===== src/hw/rtl/qspr_pkg.sv =====
// Shared types and constants of the quadrature speed PI regulator.
// Holds the item structs, register indexes, reset values and the x4 edge decode.
// Depends on nothing.
`default_nettype none

package qspr_pkg;

    localparam int POS_W      = 32;
    localparam int SPEED_W    = 16;
    localparam int DUTY_W     = 10;
    localparam int LIMIT_W    = 15;
    localparam int DECIM_W    = 8;
    localparam int X_W        = 22;
    localparam int GAIN_SCALE = 10;
    localparam int CFG_IDX_W  = 2;
    localparam int CFG_DATA_W = 16;

    localparam logic [CFG_IDX_W-1:0] CFG_TARGET_SPEED   = 2'd0;
    localparam logic [CFG_IDX_W-1:0] CFG_PWM_TOP        = 2'd1;
    localparam logic [CFG_IDX_W-1:0] CFG_INTEGRAL_LIMIT = 2'd2;
    localparam logic [CFG_IDX_W-1:0] CFG_DECIMATION     = 2'd3;

    localparam logic signed [SPEED_W-1:0] TARGET_SPEED_RST   = 16'sd0;
    localparam logic [DUTY_W-1:0]         PWM_TOP_RST        = 10'd1000;
    localparam logic [LIMIT_W-1:0]        INTEGRAL_LIMIT_RST = 15'd3000;
    localparam logic [DECIM_W-1:0]        DECIMATION_RST     = 8'd10;

    typedef logic signed [2:0] t_edge;

    typedef struct packed {
        logic enc_one_a;
        logic enc_one_b;
        logic enc_two_a;
        logic enc_two_b;
        logic regulate;
    } t_in_item;

    typedef struct packed {
        logic signed [POS_W-1:0]   position_one;
        logic signed [POS_W-1:0]   position_two;
        logic signed [SPEED_W-1:0] measured_speed;
        logic signed [SPEED_W-1:0] effort;
        logic [DUTY_W-1:0]         duty;
        logic                      forward;
    } t_out_item;

    // Count change of one encoder for new pins a, b and previous pins pa, pb.
    function automatic t_edge edge_delta(input logic a, input logic b,
                                         input logic pa, input logic pb);
        t_edge d;
        d = 3'sd0;
        if (a != pa) begin
            d = (a ^ b) ? -3'sd1 : 3'sd1;
        end
        if (b != pb) begin
            d = d + ((a ^ b) ? 3'sd1 : -3'sd1);
        end
        return d;
    endfunction

endpackage

`default_nettype wire


===== src/hw/rtl/qspr_cdiv.sv =====
// Signed division by a constant, truncated toward zero, by reciprocal multiply.
// The product is registered when i_en is high; the quotient follows that register.
// Depends on nothing.
`default_nettype none

module qspr_cdiv #(
    parameter int DIVISOR = 5,
    parameter int IN_W    = 19
) (
    input  logic                   i_clk,
    input  logic                   i_en,
    input  logic signed [IN_W-1:0] i_value,
    output logic signed [IN_W-1:0] o_quot
);

    localparam int SHIFT  = IN_W + $clog2(DIVISOR);
    localparam int MULT_W = SHIFT + 1;
    localparam int PROD_W = IN_W + MULT_W;
    localparam longint unsigned MULT_L = ((64'd1 << SHIFT) + DIVISOR - 1) / DIVISOR;
    localparam logic [MULT_W-1:0] MULT = MULT_W'(MULT_L);

    logic [IN_W-1:0]   w_mag;
    logic [PROD_W-1:0] w_prod;
    logic [PROD_W-1:0] r_prod;
    logic              r_neg;
    logic [IN_W-1:0]   w_q;

    assign w_mag  = i_value[IN_W-1] ? $unsigned(-i_value) : $unsigned(i_value);
    assign w_prod = PROD_W'(w_mag) * PROD_W'(MULT);

    always_ff @(posedge i_clk) begin
        if (i_en) begin
            r_prod <= w_prod;
            r_neg  <= i_value[IN_W-1];
        end
    end

    assign w_q    = r_prod[SHIFT +: IN_W];
    assign o_quot = r_neg ? -$signed(w_q) : $signed(w_q);

endmodule

`default_nettype wire


===== src/hw/rtl/quadrature_speed_pi_regulator_unit.sv =====
// Top level: x4 quadrature decoding of two encoders and a PI speed regulator.
// Depends on qspr_pkg and qspr_cdiv.
//
// Channel   Direction  Handshake                 Payload
// input     in         i_in_valid / o_in_stall   i_in_data (t_in_item)
// output    out        o_out_valid / i_out_stall o_out_data (t_out_item)
// config    in         i_cfg_valid / o_cfg_ready i_cfg_index, i_cfg_data
//
// One item is accepted per cycle while o_in_stall is low.
// The pipeline has seven registers: decode, speed window, error sum,
// average divider, integral update, effort divider and the output register.
// Reset is synchronous and active low; it clears the valid flags and restores the
// settings and the regulator state to their reset values.
// A stall on the output fills the pipeline before the input stalls.
`default_nettype none

module quadrature_speed_pi_regulator_unit
    import qspr_pkg::*;
#(
    parameter int WINDOW_LENGTH = 5,
    parameter int COUNT_BITS    = 32
) (
    input  logic                  i_clk,
    input  logic                  i_rst_n,
    input  logic                  i_in_valid,
    output logic                  o_in_stall,
    input  t_in_item              i_in_data,
    output logic                  o_out_valid,
    input  logic                  i_out_stall,
    output t_out_item             o_out_data,
    input  logic                  i_cfg_valid,
    output logic                  o_cfg_ready,
    input  logic [CFG_IDX_W-1:0]  i_cfg_index,
    input  logic [CFG_DATA_W-1:0] i_cfg_data
);

    localparam int SUM_W = SPEED_W + $clog2(WINDOW_LENGTH);
    localparam int PAD_W = (COUNT_BITS > POS_W) ? COUNT_BITS : POS_W;
    localparam logic signed [X_W-1:0] X_MAX = X_W'(32767);
    localparam logic signed [X_W-1:0] X_MIN = X_W'(-32768);

    typedef struct packed {
        logic [POS_W-1:0]          pos_one;
        logic [POS_W-1:0]          pos_two;
        logic signed [SPEED_W-1:0] speed;
        logic                      regulate;
    } t_flow;

    logic signed [SPEED_W-1:0] r_target;
    logic [DUTY_W-1:0]         r_pwm_top;
    logic [LIMIT_W-1:0]        r_int_limit;
    logic [DECIM_W-1:0]        r_decimation;

    logic [3:0]                r_prev_pins;
    logic [COUNT_BITS-1:0]     r_count_one;
    logic [COUNT_BITS-1:0]     r_count_two;
    logic [SPEED_W-1:0]        r_win_start;
    logic [DECIM_W-1:0]        r_step;
    logic signed [SPEED_W-1:0] r_speed;
    logic signed [SPEED_W-1:0] r_hist [WINDOW_LENGTH];
    logic signed [SPEED_W-1:0] r_integral;
    logic signed [SPEED_W-1:0] r_last_effort;

    logic r_s1_valid, r_s2_valid, r_s3_valid, r_s4_valid, r_s5_valid, r_s6_valid;
    logic r_out_valid;
    t_flow r_s1, r_s2, r_s3, r_s4, r_s5, r_s6;
    t_flow n_s2;
    logic signed [SUM_W-1:0]   r_s3_sum;
    logic signed [SPEED_W-1:0] r_s5_avg;
    logic signed [SPEED_W-1:0] r_s5_int;
    t_out_item r_out;

    logic w_rdy1, w_rdy2, w_rdy3, w_rdy4, w_rdy5, w_rdy6, w_rdy_out;
    logic w_ld1, w_ld2, w_ld3, w_ld4, w_ld5, w_ld6, w_ld_out;

    t_edge                   w_d1, w_d2;
    logic [COUNT_BITS-1:0]   n_count_one, n_count_two;
    logic [PAD_W-1:0]        w_pad_one, w_pad_two;

    logic [DECIM_W-1:0]        w_step_inc;
    logic                      w_measure;
    logic signed [SPEED_W-1:0] w_speed_meas;
    logic signed [SPEED_W-1:0] n_speed;
    logic signed [SPEED_W:0]   w_err_wide;
    logic signed [SPEED_W-1:0] w_err;

    logic signed [SUM_W-1:0]   w_sum;
    logic signed [SUM_W-1:0]   w_avg_q;
    logic signed [SPEED_W-1:0] w_avg;
    logic signed [SPEED_W:0]   w_int_sum;
    logic signed [SPEED_W:0]   w_lim;
    logic signed [SPEED_W:0]   w_nlim;
    logic signed [SPEED_W-1:0] n_integral;

    logic signed [X_W-1:0]     w_avg_x, w_int_x, w_x;
    logic signed [X_W-1:0]     w_eff_q;
    logic signed [SPEED_W-1:0] w_eff_sat;
    logic signed [SPEED_W-1:0] w_eff_sel;
    logic [SPEED_W-1:0]        w_mag;
    logic [DUTY_W-1:0]         w_duty;
    logic                      w_forward;

    // Pipeline flow control.
    assign w_rdy_out = !r_out_valid || !i_out_stall;
    assign w_rdy6    = !r_s6_valid || w_rdy_out;
    assign w_rdy5    = !r_s5_valid || w_rdy6;
    assign w_rdy4    = !r_s4_valid || w_rdy5;
    assign w_rdy3    = !r_s3_valid || w_rdy4;
    assign w_rdy2    = !r_s2_valid || w_rdy3;
    assign w_rdy1    = !r_s1_valid || w_rdy2;

    assign w_ld1    = i_in_valid && w_rdy1;
    assign w_ld2    = r_s1_valid && w_rdy2;
    assign w_ld3    = r_s2_valid && w_rdy3;
    assign w_ld4    = r_s3_valid && w_rdy4;
    assign w_ld5    = r_s4_valid && w_rdy5;
    assign w_ld6    = r_s5_valid && w_rdy6;
    assign w_ld_out = r_s6_valid && w_rdy_out;

    assign o_in_stall  = !w_rdy1;
    assign o_out_valid = r_out_valid;
    assign o_out_data  = r_out;
    assign o_cfg_ready = 1'b1;

    always_ff @(posedge i_clk) begin
        if (!i_rst_n) begin
            r_s1_valid  <= 1'b0;
            r_s2_valid  <= 1'b0;
            r_s3_valid  <= 1'b0;
            r_s4_valid  <= 1'b0;
            r_s5_valid  <= 1'b0;
            r_s6_valid  <= 1'b0;
            r_out_valid <= 1'b0;
        end else begin
            if (w_rdy1) begin
                r_s1_valid <= i_in_valid;
            end
            if (w_rdy2) begin
                r_s2_valid <= r_s1_valid;
            end
            if (w_rdy3) begin
                r_s3_valid <= r_s2_valid;
            end
            if (w_rdy4) begin
                r_s4_valid <= r_s3_valid;
            end
            if (w_rdy5) begin
                r_s5_valid <= r_s4_valid;
            end
            if (w_rdy6) begin
                r_s6_valid <= r_s5_valid;
            end
            if (w_rdy_out) begin
                r_out_valid <= r_s6_valid;
            end
        end
    end

    always_ff @(posedge i_clk) begin
        if (!i_rst_n) begin
            r_target     <= TARGET_SPEED_RST;
            r_pwm_top    <= PWM_TOP_RST;
            r_int_limit  <= INTEGRAL_LIMIT_RST;
            r_decimation <= DECIMATION_RST;
        end else if (i_cfg_valid && o_cfg_ready) begin
            case (i_cfg_index)
                CFG_TARGET_SPEED: begin
                    r_target <= i_cfg_data;
                end
                CFG_PWM_TOP: begin
                    r_pwm_top <= i_cfg_data[DUTY_W-1:0];
                end
                CFG_INTEGRAL_LIMIT: begin
                    r_int_limit <= i_cfg_data[LIMIT_W-1:0];
                end
                CFG_DECIMATION: begin
                    r_decimation <= i_cfg_data[DECIM_W-1:0];
                end
                default: begin
                end
            endcase
        end
    end

    // Decode stage.
    assign w_d1 = edge_delta(i_in_data.enc_one_a, i_in_data.enc_one_b,
                             r_prev_pins[0], r_prev_pins[1]);
    assign w_d2 = edge_delta(i_in_data.enc_two_a, i_in_data.enc_two_b,
                             r_prev_pins[2], r_prev_pins[3]);
    assign n_count_one = r_count_one + {{(COUNT_BITS-3){w_d1[2]}}, w_d1};
    assign n_count_two = r_count_two + {{(COUNT_BITS-3){w_d2[2]}}, w_d2};
    assign w_pad_one   = PAD_W'(n_count_one);
    assign w_pad_two   = PAD_W'(n_count_two);

    always_ff @(posedge i_clk) begin
        if (!i_rst_n) begin
            r_prev_pins <= '0;
            r_count_one <= '0;
            r_count_two <= '0;
        end else if (w_ld1) begin
            r_prev_pins <= {i_in_data.enc_two_b, i_in_data.enc_two_a,
                            i_in_data.enc_one_b, i_in_data.enc_one_a};
            r_count_one <= n_count_one;
            r_count_two <= n_count_two;
        end
    end

    always_ff @(posedge i_clk) begin
        if (w_ld1) begin
            r_s1.pos_one  <= w_pad_one[POS_W-1:0];
            r_s1.pos_two  <= w_pad_two[POS_W-1:0];
            r_s1.speed    <= '0;
            r_s1.regulate <= i_in_data.regulate;
        end
    end

    // Speed window and error history stage.
    assign w_step_inc   = r_step + 8'd1;
    assign w_measure    = (w_step_inc == r_decimation);
    assign w_speed_meas = r_s1.pos_two[SPEED_W-1:0] - r_win_start;
    assign n_speed      = w_measure ? w_speed_meas : r_speed;
    assign w_err_wide   = (SPEED_W+1)'(r_target) - (SPEED_W+1)'(n_speed);

    always_comb begin
        if (w_err_wide[SPEED_W] != w_err_wide[SPEED_W-1]) begin
            w_err = w_err_wide[SPEED_W] ? 16'sh8000 : 16'sh7FFF;
        end else begin
            w_err = w_err_wide[SPEED_W-1:0];
        end
    end

    always_ff @(posedge i_clk) begin
        if (!i_rst_n) begin
            r_step      <= '0;
            r_win_start <= '0;
            r_speed     <= '0;
            for (int i = 0; i < WINDOW_LENGTH; i++) begin
                r_hist[i] <= '0;
            end
        end else if (w_ld2 && r_s1.regulate) begin
            r_step  <= w_measure ? '0 : w_step_inc;
            r_speed <= n_speed;
            if (w_measure) begin
                r_win_start <= r_s1.pos_two[SPEED_W-1:0];
            end
            for (int i = 0; i < WINDOW_LENGTH - 1; i++) begin
                r_hist[i] <= r_hist[i+1];
            end
            r_hist[WINDOW_LENGTH-1] <= w_err;
        end
    end

    always_comb begin
        n_s2       = r_s1;
        n_s2.speed = r_s1.regulate ? n_speed : r_speed;
    end

    always_ff @(posedge i_clk) begin
        if (w_ld2) begin
            r_s2 <= n_s2;
        end
    end

    // Error sum stage.
    always_comb begin
        w_sum = '0;
        for (int i = 0; i < WINDOW_LENGTH; i++) begin
            w_sum = w_sum + SUM_W'(r_hist[i]);
        end
    end

    always_ff @(posedge i_clk) begin
        if (w_ld3) begin
            r_s3     <= r_s2;
            r_s3_sum <= w_sum;
        end
    end

    // Average stage.
    qspr_cdiv #(
        .DIVISOR (WINDOW_LENGTH),
        .IN_W    (SUM_W)
    ) u_avg_div (
        .i_clk   (i_clk),
        .i_en    (w_ld4),
        .i_value (r_s3_sum),
        .o_quot  (w_avg_q)
    );

    always_ff @(posedge i_clk) begin
        if (w_ld4) begin
            r_s4 <= r_s3;
        end
    end

    // Integral stage.
    assign w_avg     = w_avg_q[SPEED_W-1:0];
    assign w_int_sum = (SPEED_W+1)'(r_integral) + (SPEED_W+1)'(w_avg);
    assign w_lim     = {2'b00, r_int_limit};
    assign w_nlim    = -w_lim;

    always_comb begin
        if (w_int_sum > w_lim) begin
            n_integral = w_lim[SPEED_W-1:0];
        end else if (w_int_sum < w_nlim) begin
            n_integral = w_nlim[SPEED_W-1:0];
        end else begin
            n_integral = w_int_sum[SPEED_W-1:0];
        end
    end

    always_ff @(posedge i_clk) begin
        if (!i_rst_n) begin
            r_integral <= '0;
        end else if (w_ld5 && r_s4.regulate) begin
            r_integral <= n_integral;
        end
    end

    always_ff @(posedge i_clk) begin
        if (w_ld5) begin
            r_s5     <= r_s4;
            r_s5_avg <= w_avg;
            r_s5_int <= r_integral;
        end
    end

    // Effort stage: 40 * avg + 9 * integral, then divided by ten.
    assign w_avg_x = X_W'(r_s5_avg);
    assign w_int_x = X_W'(r_s5_int);
    assign w_x     = (w_avg_x <<< 5) + (w_avg_x <<< 3) + (w_int_x <<< 3) + w_int_x;

    qspr_cdiv #(
        .DIVISOR (GAIN_SCALE),
        .IN_W    (X_W)
    ) u_eff_div (
        .i_clk   (i_clk),
        .i_en    (w_ld6),
        .i_value (w_x),
        .o_quot  (w_eff_q)
    );

    always_ff @(posedge i_clk) begin
        if (w_ld6) begin
            r_s6 <= r_s5;
        end
    end

    // Output stage.
    always_comb begin
        if (w_eff_q > X_MAX) begin
            w_eff_sat = 16'sh7FFF;
        end else if (w_eff_q < X_MIN) begin
            w_eff_sat = 16'sh8000;
        end else begin
            w_eff_sat = w_eff_q[SPEED_W-1:0];
        end
    end

    assign w_eff_sel = r_s6.regulate ? w_eff_sat : r_last_effort;
    assign w_mag     = w_eff_sel[SPEED_W-1] ? $unsigned(-w_eff_sel) : $unsigned(w_eff_sel);
    assign w_duty    = (w_mag > SPEED_W'(r_pwm_top)) ? r_pwm_top : w_mag[DUTY_W-1:0];
    assign w_forward = !w_eff_sel[SPEED_W-1] && (w_eff_sel != '0);

    always_ff @(posedge i_clk) begin
        if (!i_rst_n) begin
            r_last_effort <= '0;
        end else if (w_ld_out && r_s6.regulate) begin
            r_last_effort <= w_eff_sat;
        end
    end

    always_ff @(posedge i_clk) begin
        if (w_ld_out) begin
            r_out.position_one   <= r_s6.pos_one;
            r_out.position_two   <= r_s6.pos_two;
            r_out.measured_speed <= r_s6.speed;
            r_out.effort         <= w_eff_sel;
            r_out.duty           <= w_duty;
            r_out.forward        <= w_forward;
        end
    end

`ifndef SYNTHESIS
    ap_stall_means_full: assert property (@(posedge i_clk) disable iff (!i_rst_n)
        o_in_stall |-> r_s1_valid)
        else $error("input stalled while the first stage is empty");

    ap_out_from_s6: assert property (@(posedge i_clk) disable iff (!i_rst_n)
        $rose(r_out_valid) |-> $past(r_s6_valid))
        else $error("output item appeared without a source item");

    ap_s6_hold: assert property (@(posedge i_clk) disable iff (!i_rst_n)
        (r_s6_valid && !w_rdy_out) |=> (r_s6_valid && $stable(r_s6)))
        else $error("blocked item in the last stage was lost or changed");

    ap_forward_sign: assert property (@(posedge i_clk) disable iff (!i_rst_n)
        r_out_valid |-> (o_out_data.forward == (o_out_data.effort > 0)))
        else $error("direction does not match the sign of the effort");
`endif

endmodule

`default_nettype wire

===== config.mk =====
export PLATFORM = sky130hd
export DESIGN_NAME = quadrature_speed_pi_regulator_unit
export DESIGN_NICKNAME = d
export VERILOG_FILES = /design/src/hw/rtl/qspr_pkg.sv /design/src/hw/rtl/qspr_cdiv.sv /design/src/hw/rtl/quadrature_speed_pi_regulator_unit.sv
export SDC_FILE = /design/constraint.sdc
export NUM_CORES = 2
export LEC_CHECK = 0
export ABC_AREA = 1
export BUFFER_PORTS_ARGS = -buffer_cell sky130_fd_sc_hd__buf_2
export CAP_MARGIN = 5
export CORE_MARGIN = 4
export CORE_UTILIZATION = 59
export CTS_BUF_LIST = sky130_fd_sc_hd__clkbuf_8
export DETAILED_ROUTE_END_ITERATION = 7
export MAX_ROUTING_LAYER = met4
export PLACE_DENSITY_LB_ADDON = 0.1
export SYNTH_ARGS = -nofsm -noshare
export SYNTH_HDL_FRONTEND = slang
export SYNTH_HIERARCHICAL = 1
export SYNTH_SLANG_ARGS = --single-unit

===== constraint.sdc =====
create_clock -name i_clk -period 8.8 [get_ports i_clk]
set_clock_uncertainty 0.2 [all_clocks]
set_input_delay 0.88 -clock i_clk [delete_from_list [all_inputs] [get_ports i_clk]]
set_output_delay 0.88 -clock i_clk [all_outputs]
set_load 0.005 [all_outputs]

==> qor.txt <==
Area Overhead vs Synth -> 13.1%
Antenna-violating nets left -> 0
Row Count -> 114
CP max stage cell -> fa_1
Final worst slack -> -0.149 ns
Final Non-Filler Cells -> 7681
Relative slew slack -> 30.1%
Max incr delay on CP -> 0.58 ns
Synthesized area -> 0.0581 sq mm
Syn Nets -> 6675
Antenna violations before repair -> 13
Hold Buf Count CTS -> 0
Layout fillers -> 7687
R2R Path Start -> r_s5_avg[2]
Drt first-iter violations -> 2536
CP Max Fanout -> 5
Setup TNS -> -1.49 ns
Ys Warns -> 6
Root buf cell -> clkbuf_8
Drt wl/cell -> 17.0 microns
Post-route core utilization -> 67.6%
Final setup fails -> 19
Nets@finish -> 7136
Crit. End Element -> flop
Failing checks -> negative setup slack
Largest net degree at the start of global routing -> 114
Cells after DPL -> 7381
CTS Buf Count -> 151
Min Tclk post-route -> 8.95 ns
Vias in the first global route -> 40300
CTS Sinks -> 941
CTS tree -> built
Total gr overflow -> 0
Share of layout cells above drive strength 1 -> 13.6%
Clock Path Buffers -> 3
Mean number of vias per cell -> 5.23
CP Launch Type -> flop
H-tree level count -> 4
Port Buffers -> 136
Syn Area/Cell -> 10.0 sq um
Core Box Area -> 0.0973 sq mm
Via count -> 40200
DR pass1 iterations -> 5
Max-slew violations -> 0
CP Class -> reg2reg
Cell depth of the worst min-delay path -> 3
Reg2reg end -> u_eff_div/r_prod[43]
CP Data Required Time -> 9.16 ns
RSZ-0062 raised after global routing -> yes
Post-Route WL -> 131000 microns
Fmax -> 112 MHz
FF+latch area -> 0.0263 sq mm
Hold Fails Final Rpt -> 0
Hold Crit Start -> i_in_valid
Post-Place Setup Slack -> -0.660 ns
Die Wd -> 322 microns
Syn Inst Count -> 5808
FF-to-FF setup slack -> -0.15 ns
Top Ports -> 138
Worst Path Arrival -> 9.31 ns
Placer Congestion -> 0.938
GRT Util Overall -> 26.4%
Cells on worst reg2reg path -> 37
Endpoint, Worst Hold -> r_s1_valid
Clock Latency Late Sink -> 0.83 ns
Hpwl dp -> 103000 microns
Critical Path Most Common Cell -> fa_1
Worst-Margin Slew -> 1.05 ns
Remaining DRCs -> 0
Hold Crit Class -> in2reg
Multi-input logic area -> 0.0283 sq mm
First-pass GRT wire length -> 210000 microns
Final period utilization -> 102%
Clock transition at the registers of the reported paths -> 0.06 ns
Die height -> 322 microns
Maxcap violations -> 0
Die area -> 0.104 sq mm
Status -> finished, violations left
Initial core utilization -> 59.8%
==> routing by layer <==
metal	global-route usage (%)	up-vias	share of wire [%]	wire length, microns
met3	3.74	164	4.9	6460
li1	-	20100	-	-
met1	36.1	19000	46	60400
met2	42.4	927	47	61700
met4	5.90	0	1.7	2170
met5	-	-	0	0
==> worst max-delay path by stage <==
stage,from,end,cells after the start
2_1_floorplan,r_s5_int[2],u_eff_div/r_prod[43],39
3_3_place_gp,r_s5_avg[2],u_eff_div/r_prod[43],41
3_5_place_dp,r_s5_avg[2],u_eff_div/r_prod[43],41
4_1_cts,r_s5_avg[0],u_eff_div/r_prod[43],43
5_1_grt,r_s5_avg[2],u_eff_div/r_prod[43],42
6_report,r_s5_avg[2],u_eff_div/r_prod[43],37
==> critical path, delay by kind of cell (launching register included) <==
kind                       cells  cell delay, ns
AOI/OAI and AO/OA              3            0.48
xor gates and xnor gates       2            0.47
adders and majority gates     11            4.81
buffers and inverters         10            1.25
DFF                            1            0.43
and+or+nand+nor               11            1.08
==> cells in the final DEF (no fill, tap or decap), types with 24 or more instances in the layout <==
cell / n
nor3_1: 46
xor2_1: 168
o21ai_1: 56
inv_2: 24
a21oi_1: 298
nor2_1: 506
xnor2_1: 53
fa_1: 318
clkinv_1: 25
o21ai_2: 32
nand2_2: 36
nand4_1: 35
dfxtp_1: 196
nand3_1: 204
o21bai_1: 29
clkbuf_8: 166
buf_2: 135
a31oi_1: 26
inv_1: 1043
o21ai_0: 286
nor2_2: 31
nand2_1: 857
buf_4: 248
ha_1: 496
edfxtp_1: 745
==> registers in the layout (all words and copies together), names as in the netlist, 10 cells and up <==
signal / cells
u_eff_div/r_prod: 19
r_s3_sum: 19
r_pwm_top: 10
r_s5: 81
r_win_start: 16
r_integral: 16
r_speed: 16
n_s2: 65
r_count_one: 32
r_s4: 81
r_hist: 80
r_s5_avg: 16
r_count_two: 32
u_avg_div/r_prod: 16
o_out_data: 107
r_s6: 81
r_last_effort: 16
r_s3: 81
r_s5_int: 16
r_s2: 81
r_int_limit: 15
r_target: 16
==> through the flow <==
step	hold WS, ns	area [sq um]
2_1_floorplan	0.200	58200
3_3_place_gp	0.200	61900
3_5_place_dp	0.205	61900
4_1_cts	0.00413	65500
5_1_grt	0.0397	65800
6_report	0.0894	65800
==> cell type report <==
class	instances	share of cell area [%]
Timing Repair Buffer	392	4.04
Clock buffer	166	3.47
Multi-Input combinational cell	3764	43.1
Antenna cell	9	0.0342
Clock inverter	114	1.12
Sequential cell	941	40.0
Tap cell	1276	2.43
Inverter	1019	5.84
==> timing repair <==
| action | CTS | global route |
|---|---|---|
| buffers inserted | 7 | 4 |
| gates resized for setup | 116 | 68 |
| pin swaps | 43 | 36 |
| endpoints found under the setup margin | 19 | 19 |
Power is left out: the tool's default activity adds up to more than one toggle a clock period on the data nets, which glitch-free logic cannot reach.
